## config.mk

```make
export PLATFORM = sky130hd
export DESIGN_NAME = pkij_back_flat
export DESIGN_NICKNAME = d
export VERILOG_FILES = /design/src/design/pkij_pkg.sv /design/src/design/pkij_span_if.sv /design/src/design/pkij_back.sv /design/src/flat_wrapper.sv
export SDC_FILE = /design/constraint.sdc
export NUM_CORES = 1
export LEC_CHECK = 0
export BUFFER_PORTS_ARGS = -buffer_cell sky130_fd_sc_hd__buf_2
export CAP_MARGIN = 20
export CORE_UTILIZATION = 55
export DETAILED_ROUTE_END_ITERATION = 8
export PLACE_DENSITY = 0.91
export SLEW_MARGIN = 0
export SYNTH_ARGS = -nofsm -noshare
export SYNTH_HDL_FRONTEND = slang
export SYNTH_SLANG_ARGS = --single-unit
```

## constraint.sdc

```tcl
create_clock -name clk_i -period 11.5 [get_ports clk_i]
set_input_delay 2.875 -clock clk_i [delete_from_list [all_inputs] [get_ports clk_i]]
set_output_delay 2.875 -clock clk_i [all_outputs]
set_load 0.05 [all_outputs]
```

## src/design/pkij_pkg.sv

```systemverilog
// ---------------------------------------------------------------------------
// Interval join package
// Widths, defaults and record types shared by the interval join modules.
// ---------------------------------------------------------------------------
`timescale 1ns / 1ps

package pkij_pkg;

  localparam int unsigned TIME_W       = 63;
  localparam int unsigned KEY_W        = 6;
  localparam int unsigned TAG_W        = 32;
  localparam int unsigned NUM_KEYS_DEF = 64;

  // One stored row of a source and key
  typedef struct packed {
    logic [TIME_W-1:0] start_time;
    logic [TIME_W-1:0] length;
    logic [TAG_W-1:0]  row_tag;
  } entry_t;

  // Candidate pair handed from front to back; ends are one bit wider
  typedef struct packed {
    logic [TIME_W-1:0] p_start;
    logic [TIME_W:0]   p_end;
    logic [TIME_W-1:0] o_start;
    logic [TIME_W:0]   o_end;
    logic [KEY_W-1:0]  key;
    logic [TAG_W-1:0]  first_tag;
    logic [TAG_W-1:0]  second_tag;
  } cand_t;

endpackage

```

## src/design/pkij_span_if.sv

```systemverilog
// ---------------------------------------------------------------------------
// Span channel
// Valid/ready channel carrying one joined intersection per beat.
// ---------------------------------------------------------------------------
`timescale 1ns / 1ps

interface pkij_span_if;
  logic                        valid;
  logic                        ready;
  logic [pkij_pkg::TIME_W-1:0] span_start;
  logic [pkij_pkg::TIME_W-1:0] span_length;
  logic [pkij_pkg::KEY_W-1:0]  span_cpu;
  logic [pkij_pkg::TAG_W-1:0]  first_tag;
  logic [pkij_pkg::TAG_W-1:0]  second_tag;

  modport source (output valid, output span_start, output span_length,
                  output span_cpu, output first_tag, output second_tag,
                  input ready);
  modport sink   (input valid, input span_start, input span_length,
                  input span_cpu, input first_tag, input second_tag,
                  output ready);
endinterface

```

## src/design/pkij_back.sv

```systemverilog
// ---------------------------------------------------------------------------
// Join back end
// Tests a pair for overlap and presents the intersection on the span channel.
// ---------------------------------------------------------------------------
`timescale 1ns / 1ps

module pkij_back (
  input  logic            clk_i,
  input  logic            rst_ni,
  input  logic            cand_valid_i,
  output logic            cand_ready_o,
  input  pkij_pkg::cand_t cand_i,
  pkij_span_if.source     span_o
);

  logic                        overlap, out_adv;
  logic [pkij_pkg::TIME_W-1:0] lo;
  logic [pkij_pkg::TIME_W:0]   hi, diff;

  logic                        b1_v_q;
  logic [pkij_pkg::TIME_W-1:0] b1_start_q;
  logic [pkij_pkg::TIME_W:0]   b1_end_q;
  logic [pkij_pkg::KEY_W-1:0]  b1_key_q;
  logic [pkij_pkg::TAG_W-1:0]  b1_first_q, b1_second_q;

  logic                        out_v_q;
  logic [pkij_pkg::TIME_W-1:0] out_start_q, out_length_q;
  logic [pkij_pkg::KEY_W-1:0]  out_cpu_q;
  logic [pkij_pkg::TAG_W-1:0]  out_first_q, out_second_q;

  // inclusive ends: touching intervals overlap
  assign overlap = (cand_i.p_end >= {1'b0, cand_i.o_start}) &&
                   (cand_i.o_end >= {1'b0, cand_i.p_start});
  assign lo      = (cand_i.p_start > cand_i.o_start) ? cand_i.p_start : cand_i.o_start;
  assign hi      = (cand_i.p_end < cand_i.o_end) ? cand_i.p_end : cand_i.o_end;
  assign diff    = b1_end_q - {1'b0, b1_start_q};

  assign out_adv      = !out_v_q || span_o.ready;
  assign cand_ready_o = !b1_v_q || out_adv;

  always_ff @(posedge clk_i or negedge rst_ni) begin
    if (!rst_ni) begin
      b1_v_q  <= 1'b0;
      out_v_q <= 1'b0;
    end else begin
      if (cand_ready_o) begin
        b1_v_q <= cand_valid_i && overlap;
      end
      if (out_adv) begin
        out_v_q <= b1_v_q;
      end
    end
  end

  always_ff @(posedge clk_i) begin
    if (cand_ready_o) begin
      b1_start_q  <= lo;
      b1_end_q    <= hi;
      b1_key_q    <= cand_i.key;
      b1_first_q  <= cand_i.first_tag;
      b1_second_q <= cand_i.second_tag;
    end
    if (out_adv && b1_v_q) begin
      out_start_q  <= b1_start_q;
      out_length_q <= diff[pkij_pkg::TIME_W-1:0];
      out_cpu_q    <= b1_key_q;
      out_first_q  <= b1_first_q;
      out_second_q <= b1_second_q;
    end
  end

  assign span_o.valid       = out_v_q;
  assign span_o.span_start  = out_start_q;
  assign span_o.span_length = out_length_q;
  assign span_o.span_cpu    = out_cpu_q;
  assign span_o.first_tag   = out_first_q;
  assign span_o.second_tag  = out_second_q;

endmodule

```

## src/flat_wrapper.sv

```systemverilog
// flat-port wrapper written by rule: the top's interface ports become plain ports
module pkij_back_flat 
  (clk_i, rst_ni, cand_valid_i, cand_ready_o, cand_i, span_o_valid, span_o_span_start, span_o_span_length, span_o_span_cpu, span_o_first_tag, span_o_second_tag, span_o_ready);
  pkij_span_if span_o_i ();
  input  logic clk_i;
  input  logic rst_ni;
  input  logic cand_valid_i;
  output logic cand_ready_o;
  input  pkij_pkg::cand_t cand_i;
  output wire logic [$bits(span_o_i.valid)-1:0] span_o_valid;
  output wire logic [$bits(span_o_i.span_start)-1:0] span_o_span_start;
  output wire logic [$bits(span_o_i.span_length)-1:0] span_o_span_length;
  output wire logic [$bits(span_o_i.span_cpu)-1:0] span_o_span_cpu;
  output wire logic [$bits(span_o_i.first_tag)-1:0] span_o_first_tag;
  output wire logic [$bits(span_o_i.second_tag)-1:0] span_o_second_tag;
  input wire logic [$bits(span_o_i.ready)-1:0] span_o_ready;
  assign span_o_valid = span_o_i.valid;
  assign span_o_span_start = span_o_i.span_start;
  assign span_o_span_length = span_o_i.span_length;
  assign span_o_span_cpu = span_o_i.span_cpu;
  assign span_o_first_tag = span_o_i.first_tag;
  assign span_o_second_tag = span_o_i.second_tag;
  assign span_o_i.ready = span_o_ready;
  pkij_back u_core (.clk_i(clk_i), .rst_ni(rst_ni), .cand_valid_i(cand_valid_i), .cand_ready_o(cand_ready_o), .cand_i(cand_i), .span_o(span_o_i));
endmodule
```

# Word level (Yosys, flattened, before mapping)
# Index checks and enable logic that the tools add are counted.
word_totals:
  input_bits: 328
  reg_bits: 394
classes:
  n_addsub: 1
  muxes: 2
  n_lt_le_gt_ge: 4
  reduce_logical: 7
ops:
  columns: ["operator", "count"]
  rows:
  - ["$ge A64 B63 Y1", 2]
  - ["$mux W63", 2]
  - ["$lt A64 B64 Y1", 1]
  - ["$gt A63 B63 Y1", 1]
  - ["$sub A63 B63 Y63", 1]
  - ["$logic_and A1 B1 Y1", 3]
  - ["$logic_not A1 Y1", 2]
  - ["$logic_or A1 B1 Y1", 2]

# Longest topological paths before layout
# Gate-level depths: netlist (run 1).
logic_depth:
  depth_word: 3
  depth_mapped: 14
  depth_no_buf: 13

# Least setup slack after synthesis (run 1)
# OpenSTA, ideal clock, no wires.
synth_timing:
  path_type: "in2out"
  from: "input span_o_ready"
  to: "output cand_ready_o"
  setup_slack_ns: 1.468
  t_arrival_ns: 7.157
  n_path_buf: 0
  stages: 3
  cell_sequence: "nand2b_1 -> nor2_1 -> inv_1"
synth_between:
  elab_chain_cells: 2
synth_rtl:
  columns: ["item", "line_no", "source"]
  rows:
  - ["start: declaration", "flat_wrapper.sv:16", "input wire logic [$bits(span_o_i.ready)-1:0] span_o_ready;"]
  - ["$logic_or A1 B1 Y1", "pkij_back.sv:38", "assign out_adv = !out_v_q || span_o.ready;"]
  - ["$logic_or A1 B1 Y1", "pkij_back.sv:39", "assign cand_ready_o = !b1_v_q || out_adv;"]
  - ["end: declaration", "flat_wrapper.sv:8", "output logic cand_ready_o;"]
# Every way passes these cells.

# Final worst setup path (run 1)
# Same ends and word-level chain as after synthesis.

==> results.sh, run 1 <==
export IMPL_status="finished clean"
export IMPL_pin_count=526
export IMPL_min_period_ns=7.00
export IMPL_grt_max_degree=83
export IMPL_layout_worst_path_cycle_share=0.608
export IMPL_worstPathRequired_ns=8.63
export IMPL_cpLargestDelayFamily="buffers and inverters"
export IMPL_grt_overflow_total=0
export IMPL_critPathBufInv=3
export IMPL_yosysMostFrequentCell="edfxtp_1"
export IMPL_firstDrtPassIters=7
export IMPL_crit_fanout=52
export IMPL_cts_resized=0
export IMPL_netlist_area_um2=23300
export IMPL_globalplace_congestion=1.02
export IMPL_fin_nets=3132
export IMPL_max_slew_margin=0.298
export IMPL_p_clk_frac=0.288
export IMPL_crit_path_start_kind="input port"
export IMPL_dp_cells=2982
export IMPL_p_seq_frac=0.406
export IMPL_hold_class="register to register"
export IMPL_cts_sinks=394
export IMPL_drt_iter0_markers=1754
export IMPL_syn_inst=1955
export IMPL_rows=75
export IMPL_wl_per_cell_um=22.8
export IMPL_postRouteWirelength_um=70300
export IMPL_port_buffers=525
export IMPL_syn_to_final_growth_pct=20.0
export IMPL_synth_area_top_cells="edfxtp_1, ha_1, inv_1"
export IMPL_synth_edf_count=392
export IMPL_synth_top_cell_by_area="edfxtp_1"
export IMPL_antenna_found_initial=26
export IMPL_rsz0062_at_grt="no"
export IMPL_post_cts_buffers=0
export IMPL_grt_pass1_vias=17889
export IMPL_die_area_um2=43200
export IMPL_cts_max_level=2
export IMPL_setup_viol=0
export IMPL_cts_buffers=42
export IMPL_yosysUniqueCellTypes=68
export IMPL_die_x_um=208
export IMPL_vias=17838
export IMPL_clk_latency_ns=0.57
export IMPL_grt_total_usage=0.321
export IMPL_synth_ff_type="edfxtp_1"
export IMPL_skew_ns=0.0311
export IMPL_worstMarginPinSlew_ns=1.05
export IMPL_yosysWarnings=0
export IMPL_drv_cap=0
export IMPL_p_switching_uw=1610
export IMPL_cts_hold_buf=0
export IMPL_dp_hpwl_um=56400
export IMPL_coreArea_um2=41900
export IMPL_grt_pass1_wl_um=105000
export IMPL_hold_viol=0
export IMPL_syn_num_nets=2598
export IMPL_p_sw_frac=0.342
export IMPL_drive_gt1_frac=0.264
export IMPL_power_internal_uw=3100
export IMPL_path_cells="buf_2 -> nand2b_1 -> nor2_1 -> inv_8 -> buf_2"
export IMPL_fp_dieH_um=208
export IMPL_via_per_inst=5.78
export IMPL_ir_drop_uv=115
export IMPL_critPathMostFrequentCell="buf_2"
export IMPL_clockBufferDepth=3
export IMPL_clk_pin_slew_ns=0.06
export IMPL_setup_ws_ns=4.50
export IMPL_setup_tns_ns=0
export IMPL_final_util=0.669
export IMPL_power_leakage_uw=0.0133
export IMPL_power_uw=4710
export IMPL_postRouteAntennaNets=0
export IMPL_ys_seq_area_frac=0.507
export IMPL_synth_top_area_share=0.505
export IMPL_synth_seq_cells=394
export IMPL_max_stage_delay_ns=0.40
export IMPL_slew_violations=0
export IMPL_cts_tree="built"
export IMPL_power_density_nw_per_um2=168
export IMPL_fill_cells=3171
export IMPL_cp_slowest_cell="nor2_1"
export IMPL_synth_common_cells="edfxtp_1, ha_1, inv_1"
export IMPL_crit_path_end_kind="primary output"
export IMPL_final_cells=3085
export IMPL_pre_cts_ws_ns=4.50
export IMPL_start_util=0.557
export IMPL_comb_power_share=0.307
export IMPL_crit_type="input port to primary output"
export IMPL_synth_avg_cell_area_um2=11.9
export IMPL_arrival_ns=4.12
export IMPL_drc=0
export IMPL_cts_root_buf="clkbuf_16"
export IMPL_clock_fmax_ghz=0.143
export IMPL_async_flop_share=0.00508
[state kept, by name (all words and copies together) (netlist names)]
signal,cells
u_core.b1_second_q,32
u_core.span_o.valid,1
u_core.b1_key_q,6
u_core.b1_v_q,1
u_core.span_o.span_start,63
u_core.b1_start_q,63
u_core.span_o.span_length,63
u_core.span_o.span_cpu,6
u_core.b1_end_q,63
u_core.span_o.first_tag,32
u_core.b1_first_q,32
u_core.span_o.second_tag,32
[final timing paths]
path                                              from                             to  slack [ns]  depth (start not counted)
worst max-delay path                      span_o_ready                   cand_ready_o        4.50                          5
worst min-delay path            u_core.b1_second_q[27]   u_core.span_o.second_tag[27]        0.42                          0
worst max register to register   u_core.b1_start_q[11]  u_core.span_o.span_length[42]        7.80                         12
worst min register to register  u_core.b1_second_q[27]   u_core.span_o.second_tag[27]        0.42                          0
max in group asynchronous                       rst_ni                  u_core.b1_v_q        9.29                          1
min in group asynchronous                       rst_ni            u_core.span_o.valid        2.10                          1
[final cells by class]
cell class                 instances  area (µm²)  area share
antenna                           25        62.6     0.00223
clock buffer                      47        1090      0.0390
clock inverter                    29         275     0.00983
inverter                         279        1050      0.0377
multi-input combinational       1237       10300       0.367
sequential                       394       11800       0.422
tap                              539         674      0.0241
timing repair buffer             535        2730      0.0976
[kinds of logic after synthesis]
family / share of synthesized area
AOI/OAI and AO/OA: 0.127
DFF: 0.507
buffers and inverters: 0.0532
adders and majority gates: 0.169
and+or+nand+nor: 0.0640
muxes: 0.0574
xor gates and xnor gates: 0.0222
[metrics by stage]
step	hold slack (ns)	area, µm²
finish	0.416	28000
global route	0.422	28000
CTS	0.417	27900
detailed placement	0.405	26500
global placement	0.401	26500
floorplan	0.400	23300
[per-layer routing]
layer | vias to the layer above | part of all wire | wire length, µm | track usage
met5 | - | 0.00019 | 13 | 0
li1 | 8334 | - | - | -
met4 | 2 | 0.042 | 2990 | 0.138
met2 | 841 | 0.46 | 32300 | 0.514
met3 | 161 | 0.074 | 5200 | 0.0622
met1 | 8500 | 0.42 | 29700 | 0.428
[power groups by stage]
stage / Combinational, µW / Clock, µW / Sequential (µW)
2_1_floorplan: 735 / 0 / 2190
3_3_place_gp: 1390 / 0 / 1930
3_5_place_dp: 1410 / 0 / 1930
4_1_cts: 1420 / 1370 / 1910
5_1_grt: 1550 / 1430 / 1920
6_report: 1440 / 1350 / 1910
[cells in the final DEF, fill, tap and decap left out, types with 7 or more instances in the layout]
master / n
ha_1: 314
nand3_1: 13
nor2_1: 59
xor2_1: 19
nor3_1: 18
clkinv_1: 12
o21ai_1: 11
nand2b_1: 19
buf_2: 526
diode_2: 25
xnor2_1: 40
a211oi_1: 16
nand4_1: 75
edfxtp_1: 392
o21ai_0: 66
o21bai_1: 15
nor2b_1: 22
mux2_1: 19
a31oi_1: 11
mux2_2: 44
mux2i_1: 63
inv_1: 278
buf_4: 7
a21o_1: 121
clkbuf_16: 43
a21oi_1: 142
o21a_1: 11
nand2_1: 56
Power figures use the tool's default switching activity.
==> run 2: changes to the inputs <==
Clock period 11.5 ns to 6.45 ns, I/O delays scaled along.
==> run 2 against run 1 <==
  * Count of clock-buffer cells in the layout is 7 higher
  * Critical path depth unchanged
  * Non-clock buffer count unchanged
  * Global-route usage decreased by 0.14 points
  * Critical endpoint unchanged
  * Sequential cell count stayed put
==> results.sh, run 2 (synthesis gave the netlist of run 1 again) <==
export IMPL_coreArea_um2=41900
export IMPL_fill_cells=3159
export IMPL_fin_area_um2=28000
export IMPL_die_x_um=208
export IMPL_crit_path_start_kind="input port"
export IMPL_firstDrtPassIters=5
export IMPL_power_leakage_uw=0.0132
export IMPL_cts_buffers=42
export IMPL_use_met3=0.0551
export IMPL_setup_ws_ns=2.02
export IMPL_arrival_ns=2.82
export IMPL_worstPathRequired_ns=4.84
export IMPL_p_sw_frac=0.343
export IMPL_max_slew_margin=0.277
export IMPL_globalplace_congestion=1.02
export IMPL_cts_hold_buf=0
export IMPL_drv_cap=0
export IMPL_crit_fanout=4
export IMPL_skew_ns=0.0318
export IMPL_p_seq_frac=0.407
export IMPL_die_area_um2=43200
export IMPL_vias=18208
export IMPL_layout_common_cells="buf_2, edfxtp_1, ha_1, inv_1, a21oi_1"
export IMPL_clock_fmax_ghz=0.226
export IMPL_crit_type="input port to primary output"
export IMPL_postRouteWirelength_um=70400
export IMPL_ir_drop_uv=172
export IMPL_crit_path_end_kind="primary output"
export IMPL_power_uw=8380
export IMPL_comb_power_share=0.308
export IMPL_start_util=0.557
export IMPL_hold_class="register to register"
export IMPL_port_buffers=525
export IMPL_dp_hpwl_um=57000
export IMPL_rsz0062_at_grt="no"
export IMPL_setup_viol=0
export IMPL_grt_max_degree=119
export IMPL_power_internal_uw=5510
export IMPL_drc=0
export IMPL_grt_overflow_total=0
export IMPL_layout_commonest_cell="buf_2"
export IMPL_wl_per_cell_um=22.8
export IMPL_status="finished clean"
export IMPL_clockBufferDepth=3
export IMPL_multiInputGateArea_um2=10300
export IMPL_p_clk_frac=0.286
export IMPL_seq_area_um2=11800
export IMPL_cts_tree="built"
export IMPL_post_cts_buffers=0
export IMPL_dp_cells=2984
export IMPL_min_period_ns=4.43
export IMPL_use_met1=0.425
export IMPL_cts_max_level=2
export IMPL_cts_sinks=394
export IMPL_via_per_inst=5.91
export IMPL_worstMarginPinSlew_ns=1.08
export IMPL_postRouteAntennaNets=0
export IMPL_grt_pass1_vias=18120
export IMPL_pin_count=526
export IMPL_grt_pass1_wl_um=105000
export IMPL_rows=75
export IMPL_layout_worst_path_cycle_share=0.688
export IMPL_grt_busiest_layer="met2"
export IMPL_p_switching_uw=2870
export IMPL_dpl_cell_area_um2=26600
export IMPL_clk_latency_ns=0.57
export IMPL_setup_tns_ns=0
export IMPL_antenna_found_initial=27
export IMPL_met2_usage=0.506
export IMPL_clk_pin_slew_ns=0.06
export IMPL_syn_to_final_growth_pct=19.8
export IMPL_final_cells=3082
export IMPL_slew_violations=0
export IMPL_grt_total_usage=0.320
export IMPL_pre_cts_ws_ns=1.59
export IMPL_hold_viol=0
export IMPL_drive_gt1_frac=0.264
export IMPL_drt_iter0_markers=1627
export IMPL_power_density_nw_per_um2=300
export IMPL_fin_nets=3132
export IMPL_cts_resized=0
export IMPL_cts_root_buf="clkbuf_16"
export IMPL_fp_dieH_um=208
run 2: metal layers:
| layer | vias up | part of all wire |
|---|---|---|
| met5 | - | 0.00058 |
| met4 | 6 | 0.048 |
| met3 | 191 | 0.076 |
| met2 | 893 | 0.46 |
| met1 | 8791 | 0.42 |
| li1 | 8327 | - |
run 2: final cells by class:
type	count	share of cell area
clock buffer	54	0.0407
inverter	279	0.0376
timing repair buffer	535	0.0971
clock inverter	21	0.00747
antenna	23	0.00206
multi-input combinational	1237	0.368
tap	539	0.0241
sequential	394	0.423
run 2: power by group through the flow:
stage / clock, µW / sequential (µW) / combinational [µW]
4_1_cts: 2430 / 3400 / 2540
3_3_place_gp: 0 / 3440 / 2480
2_1_floorplan: 0 / 3890 / 1310
3_5_place_dp: 0 / 3450 / 2530
6_report: 2390 / 3410 / 2580
5_1_grt: 2520 / 3430 / 2760
run 2: stage by stage:
step,hold WS (ns),utilization
after floorplan,0.400,-
after global placement,0.400,0.634
after detailed placement,0.405,0.634
after CTS,0.418,0.667
after global routing,0.420,0.668
final,0.416,0.668
run 2: path summary, 6_finish.rpt:
path,from,endpoint,slack (ns),cells after the start
worst max-delay path,span_o_ready,cand_ready_o,2.02,5
worst min-delay path,u_core.b1_first_q[7],u_core.span_o.first_tag[7],0.42,0
worst max register to register,u_core.b1_start_q[9],u_core.span_o.span_length[57],2.83,12
worst min register to register,u_core.b1_first_q[7],u_core.span_o.first_tag[7],0.42,0
max in group asynchronous,rst_ni,u_core.span_o.valid,5.53,1
min in group asynchronous,rst_ni,u_core.b1_v_q,0.82,1
run 2: critical path, stage by stage:
cell and delay [ns]:
buf_2 0.09, nand2b_1 0.17, nor2_1 0.39, clkinvlp_4 0.28, buf_2 0.27
