**src/design/pkij_pkg.sv**
```systemverilog
// ---------------------------------------------------------------------------
// Interval join package
// Widths, defaults and record types shared by the interval join modules.
// ---------------------------------------------------------------------------
`timescale 1ns / 1ps

package pkij_pkg;

  localparam int unsigned TIME_W       = 63;
  localparam int unsigned KEY_W        = 6;
  localparam int unsigned TAG_W        = 32;
  localparam int unsigned NUM_KEYS_DEF = 64;

  // One stored row of a source and key
  typedef struct packed {
    logic [TIME_W-1:0] start_time;
    logic [TIME_W-1:0] length;
    logic [TAG_W-1:0]  row_tag;
  } entry_t;

  // Candidate pair handed from front to back; ends are one bit wider
  typedef struct packed {
    logic [TIME_W-1:0] p_start;
    logic [TIME_W:0]   p_end;
    logic [TIME_W-1:0] o_start;
    logic [TIME_W:0]   o_end;
    logic [KEY_W-1:0]  key;
    logic [TAG_W-1:0]  first_tag;
    logic [TAG_W-1:0]  second_tag;
  } cand_t;

endpackage

```
**src/design/pkij_fifo.sv**
```systemverilog
// ---------------------------------------------------------------------------
// Candidate queue
// Two-entry queue decoupling the row front end from the join back end.
// ---------------------------------------------------------------------------
`timescale 1ns / 1ps

module pkij_fifo (
  input  logic            clk_i,
  input  logic            rst_ni,
  input  logic            push_valid_i,
  output logic            push_ready_o,
  input  pkij_pkg::cand_t push_data_i,
  output logic            pop_valid_o,
  input  logic            pop_ready_i,
  output pkij_pkg::cand_t pop_data_o
);

  localparam int unsigned Depth = 2;
  localparam int unsigned PtrW  = $clog2(Depth);

  pkij_pkg::cand_t slot_q [Depth];
  logic [PtrW-1:0] wr_ptr_q, rd_ptr_q;
  logic [PtrW:0]   count_q;
  logic            push, pop;

  assign push_ready_o = count_q != (PtrW+1)'(Depth);
  assign pop_valid_o  = count_q != '0;
  assign pop_data_o   = slot_q[rd_ptr_q];
  assign push         = push_valid_i && push_ready_o;
  assign pop          = pop_valid_o && pop_ready_i;

  always_ff @(posedge clk_i) begin
    if (push) begin
      slot_q[wr_ptr_q] <= push_data_i;
    end
  end

  always_ff @(posedge clk_i or negedge rst_ni) begin
    if (!rst_ni) begin
      wr_ptr_q <= '0;
      rd_ptr_q <= '0;
      count_q  <= '0;
    end else begin
      if (push) begin
        wr_ptr_q <= wr_ptr_q + 1'b1;
      end
      if (pop) begin
        rd_ptr_q <= rd_ptr_q + 1'b1;
      end
      case ({push, pop})
        2'b10:   count_q <= count_q + 1'b1;
        2'b01:   count_q <= count_q - 1'b1;
        default: count_q <= count_q;
      endcase
    end
  end

endmodule

```
**config.mk**
```make
export PLATFORM = sky130hd
export DESIGN_NAME = pkij_fifo
export DESIGN_NICKNAME = d
export VERILOG_FILES = /design/src/design/pkij_pkg.sv /design/src/design/pkij_fifo.sv
export SDC_FILE = /design/constraint.sdc
export NUM_CORES = 1
export LEC_CHECK = 0
export BUFFER_PORTS_ARGS = -buffer_cell sky130_fd_sc_hd__buf_2
export CAP_MARGIN = 20
export CORE_AREA = 3 3 250 252
export CTS_CLUSTER_SIZE = 16
export DETAILED_ROUTE_END_ITERATION = 8
export DIE_AREA = 0 0 253 255
export PLACE_DENSITY = 0.67
export SETUP_SLACK_MARGIN = 0.5
export SLEW_MARGIN = 20
export SYNTH_ARGS = -nofsm -noshare
export SYNTH_HDL_FRONTEND = slang
export SYNTH_SLANG_ARGS = --single-unit
```
**constraint.sdc**
```tcl
create_clock -name clk_i -period 37 [get_ports clk_i]
set_input_delay 3.7 -clock clk_i [delete_from_list [all_inputs] [get_ports clk_i]]
set_output_delay 3.7 -clock clk_i [all_outputs]
set_load 0.005 [all_outputs]
```
-- Word-level counts from Yosys, hierarchy flattened
Memory sizes are Yosys's and may differ from the RTL's.
Cells that the tools add are included.
- output and inout bits: 326
- register bits: 4
- memories kept: 1
- memory bits (writable): 648
- memory list (memory ; words ; width ; rd ports ; clocked after memory_dff ; wr ports ; RTL line ; source):
    slot_q ; 2 ; 324 ; 1 ; 0 ; 1 ; pkij_fifo.sv:21 ; pkij_pkg::cand_t slot_q [Depth];
- equal/unequal tests: 3
- $add $sub $neg: 4
- muxes and demuxes: 3
- reductions and logical operators: 4
- operators with widths (operator ; count):
    $pmux W2 S2 ; 1
    $reduce_bool A2 Y1 ; 2
    $add A1 B1 Y1 const B ; 2
    $add A2 B1 Y2 const B ; 1
    $eq A2 B1 Y1 const B ; 1
    $eq A2 B2 Y1 const B ; 1
    $logic_and A1 B1 Y1 ; 2
    $mux W1 ; 2
    $ne A2 B2 Y1 const B ; 1
    $sub A2 B1 Y2 const B ; 1

-- Longest topological paths before layout
Gate-level depths: netlist of the first run.
- word-level depth: 4
- mapped depth: 6

-- Worst setup path before layout of the first run
OpenSTA, ideal clock, no wires.
- kind: input to register
- from: input push_valid_i
- to: memory slot_q[0][0] (netlist bit) (enable)
- stages on the path: 2
- data arrival time: 17.206 ns
- slack: 18.778 ns
- cell sequence: nand2_1 > nor2_1
- word-level cells in the longest chain between the ends: 3
- ends and longest elaborated chain (item ; RTL line ; source):
    start, declared ; pkij_fifo.sv:10 ; input logic push_valid_i,
    $logic_and A1 B1 Y1 ; pkij_fifo.sv:29 ; assign push = push_valid_i && push_ready_o;
    $mux W1 ; pkij_fifo.sv:33 ; if (push) begin
    $mux W1 (not written as such) ; pkij_fifo.sv:34 ; slot_q[wr_ptr_q] <= push_data_i;
    end, declared ; pkij_fifo.sv:21 ;
No other way between the ends.

==> results of run 1 <==
[cells in the mapped netlist]
master	number	area share [%]
nand2b_1	1	0.026
nand2_1	1	0.016
dfrtp_1	4	0.42
buf_2	7	0.15
nor2_1	2	0.032
edfxtp_1	648	82
ha_1	1	0.053
and2_1	1	0.026
buf_6	29	1.4
mux2_1	1	0.047
xnor2_1	3	0.11
xor2_1	2	0.074
mux2_4	20	1.3
mux2_2	303	14
and3_1	1	0.026
or2_2	1	0.026
[logic make-up after synthesis]
| family | synth area share, % |
|---|---|
| adders and majority gates | 0.0527 |
| muxes | 15.7 |
| and+or+nand+nor | 0.153 |
| buffers and inverters | 1.52 |
| DFF | 82.4 |
| xor gates and xnor gates | 0.185 |
[per-stage QoR]
stage                     cells  area, um^2  worst slack, ns  power [W]
after detailed placement   2436       27700            29.79    0.00171
after CTS                  2554       29800            29.12    0.00235
after floorplan            1025       23700            18.78    0.00152
final                      2573       29800            29.31    0.00231
after global routing       2570       29800            29.05    0.00243
after global placement     2436       27700            29.81    0.00170
[worst max-delay path by stage]
stage                     cells after the start  slack, ns              end         start
after global placement                        4      29.81  pop_data_o[236]      rd_ptr_q
after detailed placement                      4      29.79  pop_data_o[208]      rd_ptr_q
final                                         4      29.31  pop_data_o[286]      rd_ptr_q
after floorplan                               2      18.78     slot_q[0][0]  push_valid_i
after CTS                                     4      29.12  pop_data_o[208]      rd_ptr_q
after global routing                          4      29.05  pop_data_o[265]      rd_ptr_q
[cell type report]
cell class                 instances  area [um^2]
sequential                       652        19600
clock buffer                      91         1800
antenna                           19         47.5
timing repair buffer             665         3360
tap                              782          978
clock inverter                    27          253
multi-input combinational        337         3830
fill                            4999        30500
[worst max-delay path: cells and delay by family (launching register included)]
kind     cells  cell delay (ns)
flops        1             1.12
mux          1             0.42
buf+inv      3             1.73
[layer usage]
layer / part of all wire [%] / global-route usage, %
met5: 0.12 / 0
met4: 3.6 / 8.50
met3: 7.8 / 5.39
met1: 37 / 17.7
met2: 52 / 27.7
[state kept, by name (all words and copies together) (netlist names)]
signal / cells
rd_ptr_q: 1
wr_ptr_q: 1
count_q: 2
slot_q: 648
[power by group through the flow]
stage / clock network (W) / logic [W] / registers [W]
5_1_grt: 0.000682 / 0.000670 / 0.00108
3_5_place_dp: 0 / 0.000631 / 0.00108
6_report: 0.000631 / 0.000619 / 0.00106
2_1_floorplan: 0 / 0.000392 / 0.00113
3_3_place_gp: 0 / 0.000627 / 0.00107
4_1_cts: 0.000652 / 0.000635 / 0.00107
==> metrics.md, run 1 <==
| Metric | Value |
|---|---|
| Final Util | 49.4% |
| Mapped Nets | 1354 |
| H-tree Lvls | 3 |
| Share of layout cells above drive strength 1 | 60.9% |
| Post-Syn Area | 23700 um^2 |
| Slew Limit Fails | 0 |
| Max incr delay on CP | 1.12 ns |
| Largest net degree at the start of global routing | 84 |
| CTS buffer count | 68 |
| Vias in the first global route | 12900 |
| R2r worst-path depth | 5 |
| Root Driver | clkbuf_16 |
| Crit path max fanout | 74 |
| DP Wirelength | 37900 um |
| Die height | 255 um |
| Commonest non-fill, non-tap cell in the layout | buf_2 |
| Routed len/inst | 21.1 um |
| # IOs | 654 |
| First-pass GRT wire length | 77300 um |
| Critical Path AT | 3.99 ns |
| Number of port buffers | 653 |
| YS warnings | 0 |
| Relative slew slack | 29.5% |
| Die ar. | 64500 um^2 |
| HP Start | count_q[1] |
| R2R setup slack | 33.17 ns |
| Synth Instances | 1025 |
| CTS tree | built |
| Syn avg cell area | 23.2 um^2 |
| Most frequent cells in the layout | buf_2 (653), edfxtp_1 (648), mux2_2 (303), clkbuf_16 (68), clkbuf_1 (22) |
| Clk pwr share | 27.3% |
| Hold-critical path depth | 1 |
| Reg power frac | 46.0% |
| Slowest CP cell | dfrtp_4 |
| GP Congestion | 0.796 |
| NetSw | 0.000641 W |
| Core Area | 60400 um^2 |
| Cts hold-fix bufs | 0 |
| Hold Path End | count_q[1] |
| Worst Tran Pin Value | 1.06 ns |
| TNS Setup | 0 ns |
| Synth unique cells | 16 |
| Sequential element share of the synthesized area | 82.4% |
| Final period util | 20.8% |
| DIE WIDTH | 253 um |
| Via count | 12100 |
| CP dominant cell by count | buf_4 |
| #FFs+latches synth | 652 |
| Critical Path RT | 33.30 ns |
| PwrDens | 77.6 nW/um^2 |
| CTS clock-pin slew for the worst setup and hold paths | 0.06 ns |
| # clock sinks | 652 |
| Drt pass-1 iters | 4 |
| Antenna viol nets, final | 0 |
| Cell row count | 90 |
| Critical Path Source Type | flip-flop |
| GRT Residual Overflow | 0 |
| Min-delay worst type | reg2reg |
| Overall routing resource usage | 16.1% |
| Max frequency | 0.130 GHz |
| Insertion delay of the later-clocked pin in the worst-skew pair | 0.59 ns |
| Final hold vios | 0 |
| Comb pwr share | 26.7% |
| Vias per cell | 4.69 |
| Overall routed net length | 54300 um |
| Maximum capacitance violations | 0 |
| Initial antenna violation count | 24 |
| Cts repair resizes | 0 |
| Setup Buffers After CTS | 0 |
| R2R Path Start | count_q[0] |
| Nets | 2053 |
| Drt first-iter violations | 581 |
| CP endpoint kind | primary output |
| LEAKAGE | 11.1 nW |
| FF-to-FF End | slot_q[0][284] |
| Clock tree buffer depth | 3 |
| WHS | 0.515 ns |
| Syn-to-layout area delta | 25.7% |
| P_int | 0.00167 W |
| Worst VDD drop | 0.0435 mV |
| Final Skew | 0.0202 ns |
| CP cell instances | buf_4 > buf_4 > mux2_2 > buf_2 |
| Status | complete, no violations |
| Final setup vio count | 0 |
| RSZ-0062 raised after global routing | false |
| Starting Density | 39.3% |
| Critical path type | reg2out |
| Switching share of power | 27.7% |
| DRC | 0 |
| Crit path time final | 7.69 ns |
(Power assumes the default switching activity.)
==> run 2: changes to the inputs <==
Settings changed: PLACE_DENSITY 0.67 to 0.69.
Clock period 37 ns to 6.5 ns, I/O delays scaled along.
==> metrics.md, run 2 (synthesis results as in run 1) <==
| Metric | Value |
|---|---|
| Antenna viol nets, final | 0 (unchanged) |
| Max incr delay on CP | 0.71 ns (-0.41 ns) |
| Clock tree buffer depth | 3 (unchanged) |
| RSZ-0062 raised after global routing | false |
| CP bufs+invs | 2 (-1) |
| TNS Setup | 0 ns (unchanged) |
| Cts hold-fix bufs | 1 (+1) |
| Via count | 12100 (+0.65%) |
| PwrDens | 446 nW/um^2 (+480%) |
| Largest regs | slot_q: 648 flops, count_q: 2 flops |
| Multi-input logic area | 3830 um^2 (about the same) |
| GP Congestion | 0.810 (+1.8%) |
| Worst VDD drop | 0.537 mV (+1100%) |
| Commonest non-fill, non-tap cell in the layout | buf_2 |
| Critical Path Source Type | flip-flop |
| Top delay family on crit path | flip-flops |
| Vias in the first global route | 12800 (-0.57%) |
| CTS buffer count | 69 (+1.5%) |
| Max FFs per register | 648 (unchanged) |
| Min-delay worst type | in2reg |
| # IOs | 654 (unchanged) |
| Design Power | 0.0134 W (+480%) |
| Cell row count | 90 (unchanged) |
| Slew Limit Fails | 0 (unchanged) |
| CTS clock-pin slew for the worst setup and hold paths | 0.06 ns (about the same) |
| DRC | 0 (unchanged) |
| Drt first-iter violations | 623 (+7.2%) |
| Final period util | 52.6% |
| Largest register by flop count | slot_q |
| Placed insts | 2430 (-0.25%) |
| Most frequent cells in the layout | buf_2 (653), edfxtp_1 (648), mux2_2 (303), clkbuf_16 (71), mux2_4 (20) |
| Worst Tran Pin Value | 1.24 ns (+0.178 ns) |
| Insertion delay of the later-clocked pin in the worst-skew pair | 0.58 ns (about the same) |
| GRT Residual Overflow | 0 (unchanged) |
| Slowest CP cell | dfrtp_4 |
| Relative slew slack | 17.6% (-12 points) |
| LEAKAGE | 11.2 nW (+0.93%) |
| CP cell instances | buf_12 > mux2_2 > buf_2 |
| Vias per cell | 4.72 (+0.65%) |
| Crit path time final | 3.42 ns |
| Overall routing resource usage | 15.5% (-0.59 points) |
| Nets | 2049 (-0.19%) |
| Drt pass-1 iters | 5 (+1) |
| Final setup vio count | 0 (unchanged) |
| Post-route cell area | 30000 um^2 (+0.73%) |
| Routed len/inst | 20.7 um (-2.2%) |
| Number of fill cells | 4975 (-0.48%) |
| Share of layout cells above drive strength 1 | 61.2% (+0.21 points) |
| Cts repair resizes | 0 (unchanged) |
| Largest net degree at the start of global routing | 175 (+110%) |
| Starting Density | 39.3% (unchanged) |
| R2r worst-path depth | 4 (-1) |
| Final hold vios | 0 (unchanged) |
| Max frequency | 0.293 GHz |
| Root Driver | clkbuf_16 |
| Initial antenna violation count | 20 (-17%) |
| DIE WIDTH | 253 um (unchanged) |
| Syn-to-layout area delta | 26.6% |
| Dpl cell area | 27800 um^2 (+0.12%) |
| Post-Layout Cell Count | 2573 (unchanged) |
| DP Wirelength | 36200 um (-4.4%) |
| Die ar. | 64500 um^2 (unchanged) |
| Setup Buffers After CTS | 0 (unchanged) |
| Critical Path AT | 2.77 ns (-1.22 ns) |
| Overall routed net length | 53100 um (-2.2%) |
| CP endpoint kind | primary output |
| Sequential Area | 19600 um^2 (unchanged) |
| First-pass GRT wire length | 75400 um (-2.4%) |
| Core Area | 60400 um^2 (unchanged) |
| Hold-critical path depth | 1 (unchanged) |
| Final Skew | 0.0185 ns (-0.00173 ns) |
| Die height | 255 um (unchanged) |
| # clock sinks | 652 (unchanged) |
| Levels on crit path | 3 (-1) |
| Critical Path RT | 5.85 ns (-27.45 ns) |
| H-tree Lvls | 3 (unchanged) |
| Status | complete, no violations |
| Crit path max fanout | 164 (+120%) |
| CTS tree | built |
| Number of port buffers | 653 (unchanged) |
| Critical path type | reg2out |
| Maximum capacitance violations | 0 (unchanged) |
[run 2: area by class of cell]
class                      instances  area share (%)
multi-input combinational        337            12.8
clock inverter                    41            1.26
timing repair buffer             660            11.3
antenna                           17           0.142
tap                              782            3.26
clock buffer                      84            6.18
sequential                       652            65.1
[run 2: metal layers]
metal | share of wire, % | global-route usage, % | vias up | routed length (um)
li1 | - | - | 5521 | -
met1 | 35 | 16.6 | 6053 | 18700
met2 | 53 | 27.4 | 445 | 28400
met3 | 7.7 | 4.86 | 116 | 4090
met4 | 3.6 | 8.30 | 8 | 1900
met5 | 0.10 | 0 | - | 54
[run 2: final timing paths]
path                                   from        endpoint  slack (ns)
min reg2reg                      count_q[1]      count_q[1]        0.51
max in group asynchronous            rst_ni        rd_ptr_q        5.91
max reg2reg                      count_q[0]  slot_q[0][258]        3.98
min in group asynchronous            rst_ni        rd_ptr_q        0.45
max                                rd_ptr_q  pop_data_o[97]        3.08
min                        push_data_i[127]  slot_q[1][127]        0.25
[run 2: report_power, final]
group / internal [W] / switching, W / leakage (nW)
clock network: 0.00228 / 0.00154 / 1.10
logic: 0.00172 / 0.00186 / 4.02
registers: 0.00577 / 0.000239 / 6.06
total: 0.00977 / 0.00364 / 11.2
[run 2: per-stage QoR]
step	hold slack (ns)	setup slack [ns]	util (%)
after detailed placement	0.463	3.74	46.0
after global placement	0.456	3.78	46.0
after floorplan	0.354	0.549	-
final	0.251	3.08	49.8
after CTS	0.189	3.09	49.7
after global routing	0.203	3.00	49.8
==> run 3: changes to the inputs <==
Settings changed: ABC_AREA set to 1.
Clock period 6.5 ns to 2.8 ns, I/O delays scaled along.
==> metrics.md, run 3 <==
| Metric | Value |
|---|---|
| Syn avg cell area | 13.8 um^2 (-40%) |
| Post-route cell area | 34400 um^2 (+14%) |
| Post-Layout Cell Count | 3617 (+41%) |
| Slowest CP cell | dfrtp_4 |
| CTS buffer count | 69 (unchanged) |
| Critical Path RT | 2.52 ns (-3.33 ns) |
| DIE WIDTH | 253 um (unchanged) |
| Root Driver | clkbuf_16 |
| Clock tree buffer depth | 3 (unchanged) |
| YS warnings | 0 (unchanged) |
| Largest register by flop count | slot_q |
| Worst VDD drop | 0.958 mV (+78%) |
| Most instantiated cells after synthesis | nand2_1 (982), edfxtp_1 (648), buf_2 (36) |
| Drt first-iter violations | 1552 (+150%) |
| CP endpoint kind | primary output |
| Drt pass-1 iters | 5 (unchanged) |
| GP Congestion | 0.872 (+7.6%) |
| Placed insts | 3114 (+28%) |
| Die height | 255 um (unchanged) |
| CP cell instances | buf_12 > clkinv_16 > buf_16 > buf_16 > nand2_1 > nand2_1 > buf_2 |
| Starting Density | 39.3% (about the same) |
| Sequential element share of the synthesized area | 82.4% (about the same) |
| Min-delay worst type | in2reg |
| Relative slew slack | 65.5% (+48 points) |
| Final Skew | 0.0372 ns (+0.0188 ns) |
| Cell row count | 90 (unchanged) |
| Vias in the first global route | 18000 (+40%) |
| Nets | 3101 (+51%) |
| Overall routing resource usage | 21.1% (+5.7 points) |
| Core Area | 60400 um^2 (unchanged) |
| Maximum capacitance violations | 0 (unchanged) |
| Multi-input logic area | 3780 um^2 (-1.4%) |
| CP bufs+invs | 5 (+3) |
| Overall routed net length | 76200 um (+43%) |
| Antenna viol nets, final | 0 (unchanged) |
| Top delay family on crit path | buffers and inverters |
| Worst Tran Pin Value | 0.518 ns (-0.718 ns) |
| Share of layout cells above drive strength 1 | 29.4% (-32 points) |
| First-pass GRT wire length | 104000 um (+37%) |
| Synth area leaders | edfxtp_1 (82%), nand2_1 (16%), buf_4 (0.89%), buf_2 (0.76%), dfrtp_1 (0.42%) |
| H-tree Lvls | 3 (unchanged) |
| Final hold vios | 0 (unchanged) |
| Die ar. | 64500 um^2 (unchanged) |
| DRC | 0 (unchanged) |
| Synth Instances | 1721 (+68%) |
| Crit path max fanout | 9 (-95%) |
| Max FFs per register | 648 (unchanged) |
| Syn-to-layout area delta | 44.7% |
| Final setup vio count | 0 (unchanged) |
| Final period util | 80.6% |
| RSZ-0062 raised after global routing | true |
| Top-area cell type share of the netlist area | 82.0% (about the same) |
| GRT Residual Overflow | 0 (unchanged) |
| Max frequency | 0.443 GHz |
| Synth unique cells | 14 (-2) |
| Cell with the most instances after synthesis | nand2_1 |
| Design Power | 0.0348 W (+160%) |
| Mapped Nets | 2050 (+51%) |
| WHS | 0.408 ns (+0.157 ns) |
| Routed len/inst | 21.1 um (+1.9%) |
| Sequential Area | 19600 um^2 (unchanged) |
| Initial antenna violation count | 12 (-40%) |
| Largest net degree at the start of global routing | 102 (-42%) |
| Number of fill cells | 4504 (-9.5%) |
| Crit path time final | 2.26 ns |
| CTS tree | built |
| Critical Path Source Type | flip-flop |
| CTS clock-pin slew for the worst setup and hold paths | 0.06 ns (about the same) |
| Dpl cell area | 28000 um^2 (+0.88%) |
| Vias per cell | 4.92 (+4.3%) |
| # IOs | 654 (unchanged) |
| Max incr delay on CP | 0.51 ns (-0.20 ns) |
| Status | complete, no violations |
| Critical path type | reg2out |
| Async SR Flop Fraction | 0.613% (unchanged) |
| LEAKAGE | 14.7 nW (+31%) |
| Slew Limit Fails | 0 (unchanged) |
| DP Wirelength | 41500 um (+15%) |
| # clock sinks | 652 (unchanged) |
| Critical Path AT | 1.98 ns (-0.79 ns) |
| Number of synthesized flops with an enable pin | 648 (unchanged) |
| Most frequent cells in the layout | nand2_1 (977), buf_2 (653), edfxtp_1 (648), dlygate4sd3_1 (328), clkbuf_16 (82) |
| Via count | 17800 (+47%) |
| Insertion delay of the later-clocked pin in the worst-skew pair | 0.60 ns (+0.02 ns) |
| PwrDens | 1010 nW/um^2 (+130%) |
| Top FF cell, synth | edfxtp_1 |
| #FFs+latches synth | 652 (unchanged) |
| Post-Syn Area | 23700 um^2 (about the same) |
| Cell taking the most area after synthesis | edfxtp_1 |
| Number of port buffers | 653 (unchanged) |
| Commonest non-fill, non-tap cell in the layout | nand2_1 |
| Largest regs | slot_q: 648 flops, count_q: 2 flops |
run 3: changes by cell type after synthesis, moves of 6 or more:
cell,delta
buf_2,+29
buf_4,+28
buf_6,-29
clkbuf_1,+7
inv_1,+6
mux2_2,-303
mux2_4,-20
nand2_1,+981
run 3: report_power, final:
| part | internal (W) | switching [W] | total (W) |
|---|---|---|---|
| Clock | 0.00511 | 0.00369 | 0.00879 |
| Sequential | 0.0133 | 0.000571 | 0.0139 |
| Combinational | 0.00462 | 0.00752 | 0.0121 |
| Total | 0.0230 | 0.0118 | 0.0348 |
run 3: cells by family (layout without fill, tap and decap cells):
family                     after synthesis  count (layout)  share of synthesized area, %
DFF                                    652             652                          82.4
adders and majority gates                1               1                        0.0527
and+or+nand+nor                        988             988                          15.6
AOI/OAI and AO/OA                        1               1                        0.0211
other                                    0              10                             0
xor gates and xnor gates                 1               1                        0.0369
buffers and inverters                   78            1182                          1.87
run 3: final cells by class:
| class | count | share of cell area (%) |
|---|---|---|
| multi-input combinational | 991 | 11.0 |
| clock buffer | 81 | 5.16 |
| timing repair inverter | 3 | 0.106 |
| inverter | 7 | 0.153 |
| tap | 782 | 2.85 |
| antenna | 10 | 0.0728 |
| timing repair buffer | 1048 | 22.6 |
| clock inverter | 43 | 1.12 |
| sequential | 652 | 56.9 |
run 3: repair_timing:
action / 4_1_cts / 5_1_grt
gates resized for setup: 14 / 20
buffers inserted: 5 / 10
endpoints found under the setup margin: 291 / 239
hold buffers: 328 / 0
endpoints found under the hold margin: 654 / 0
gates cloned: 8 / 18
run 3: final timing paths:
check	to	from	depth (start not counted)	slack, ns
setup / recovery	pop_data_o[262]	rd_ptr_q	7	0.54
hold / removal	slot_q[0][311]	push_data_i[311]	2	0.41
setup reg to reg	slot_q[1][59]	count_q[0]	6	0.83
hold reg to reg	count_q[0]	count_q[0]	1	0.55
max in group asynchronous	rd_ptr_q	rst_ni	3	1.99
min in group asynchronous	rd_ptr_q	rst_ni	3	0.61
run 3: routing by layer:
layer	track usage (%)	part of all wire, %
met5	0	0.030
met4	11.6	5.0
met1	23.4	36
met2	37.9	52
met3	4.80	7.4
run 3: per-stage QoR:
step	util [%]	TNS, ns	worst slack, ns
3_3_place_gp	46.4	0	0.917
2_1_floorplan	-	-1940.24	-3.00
6_report	56.9	0	0.544
5_1_grt	56.9	0	0.479
3_5_place_dp	46.4	0	0.905
4_1_cts	55.9	0	0.464
run 3: worst register-to-register path, cell delays in order (launching register included):
cell     delay, ns
dfrtp_1       0.41
inv_2         0.08
nand2_4       0.09
nand2_4       0.07
nor2_4        0.17
buf_12        0.22
buf_12        0.39
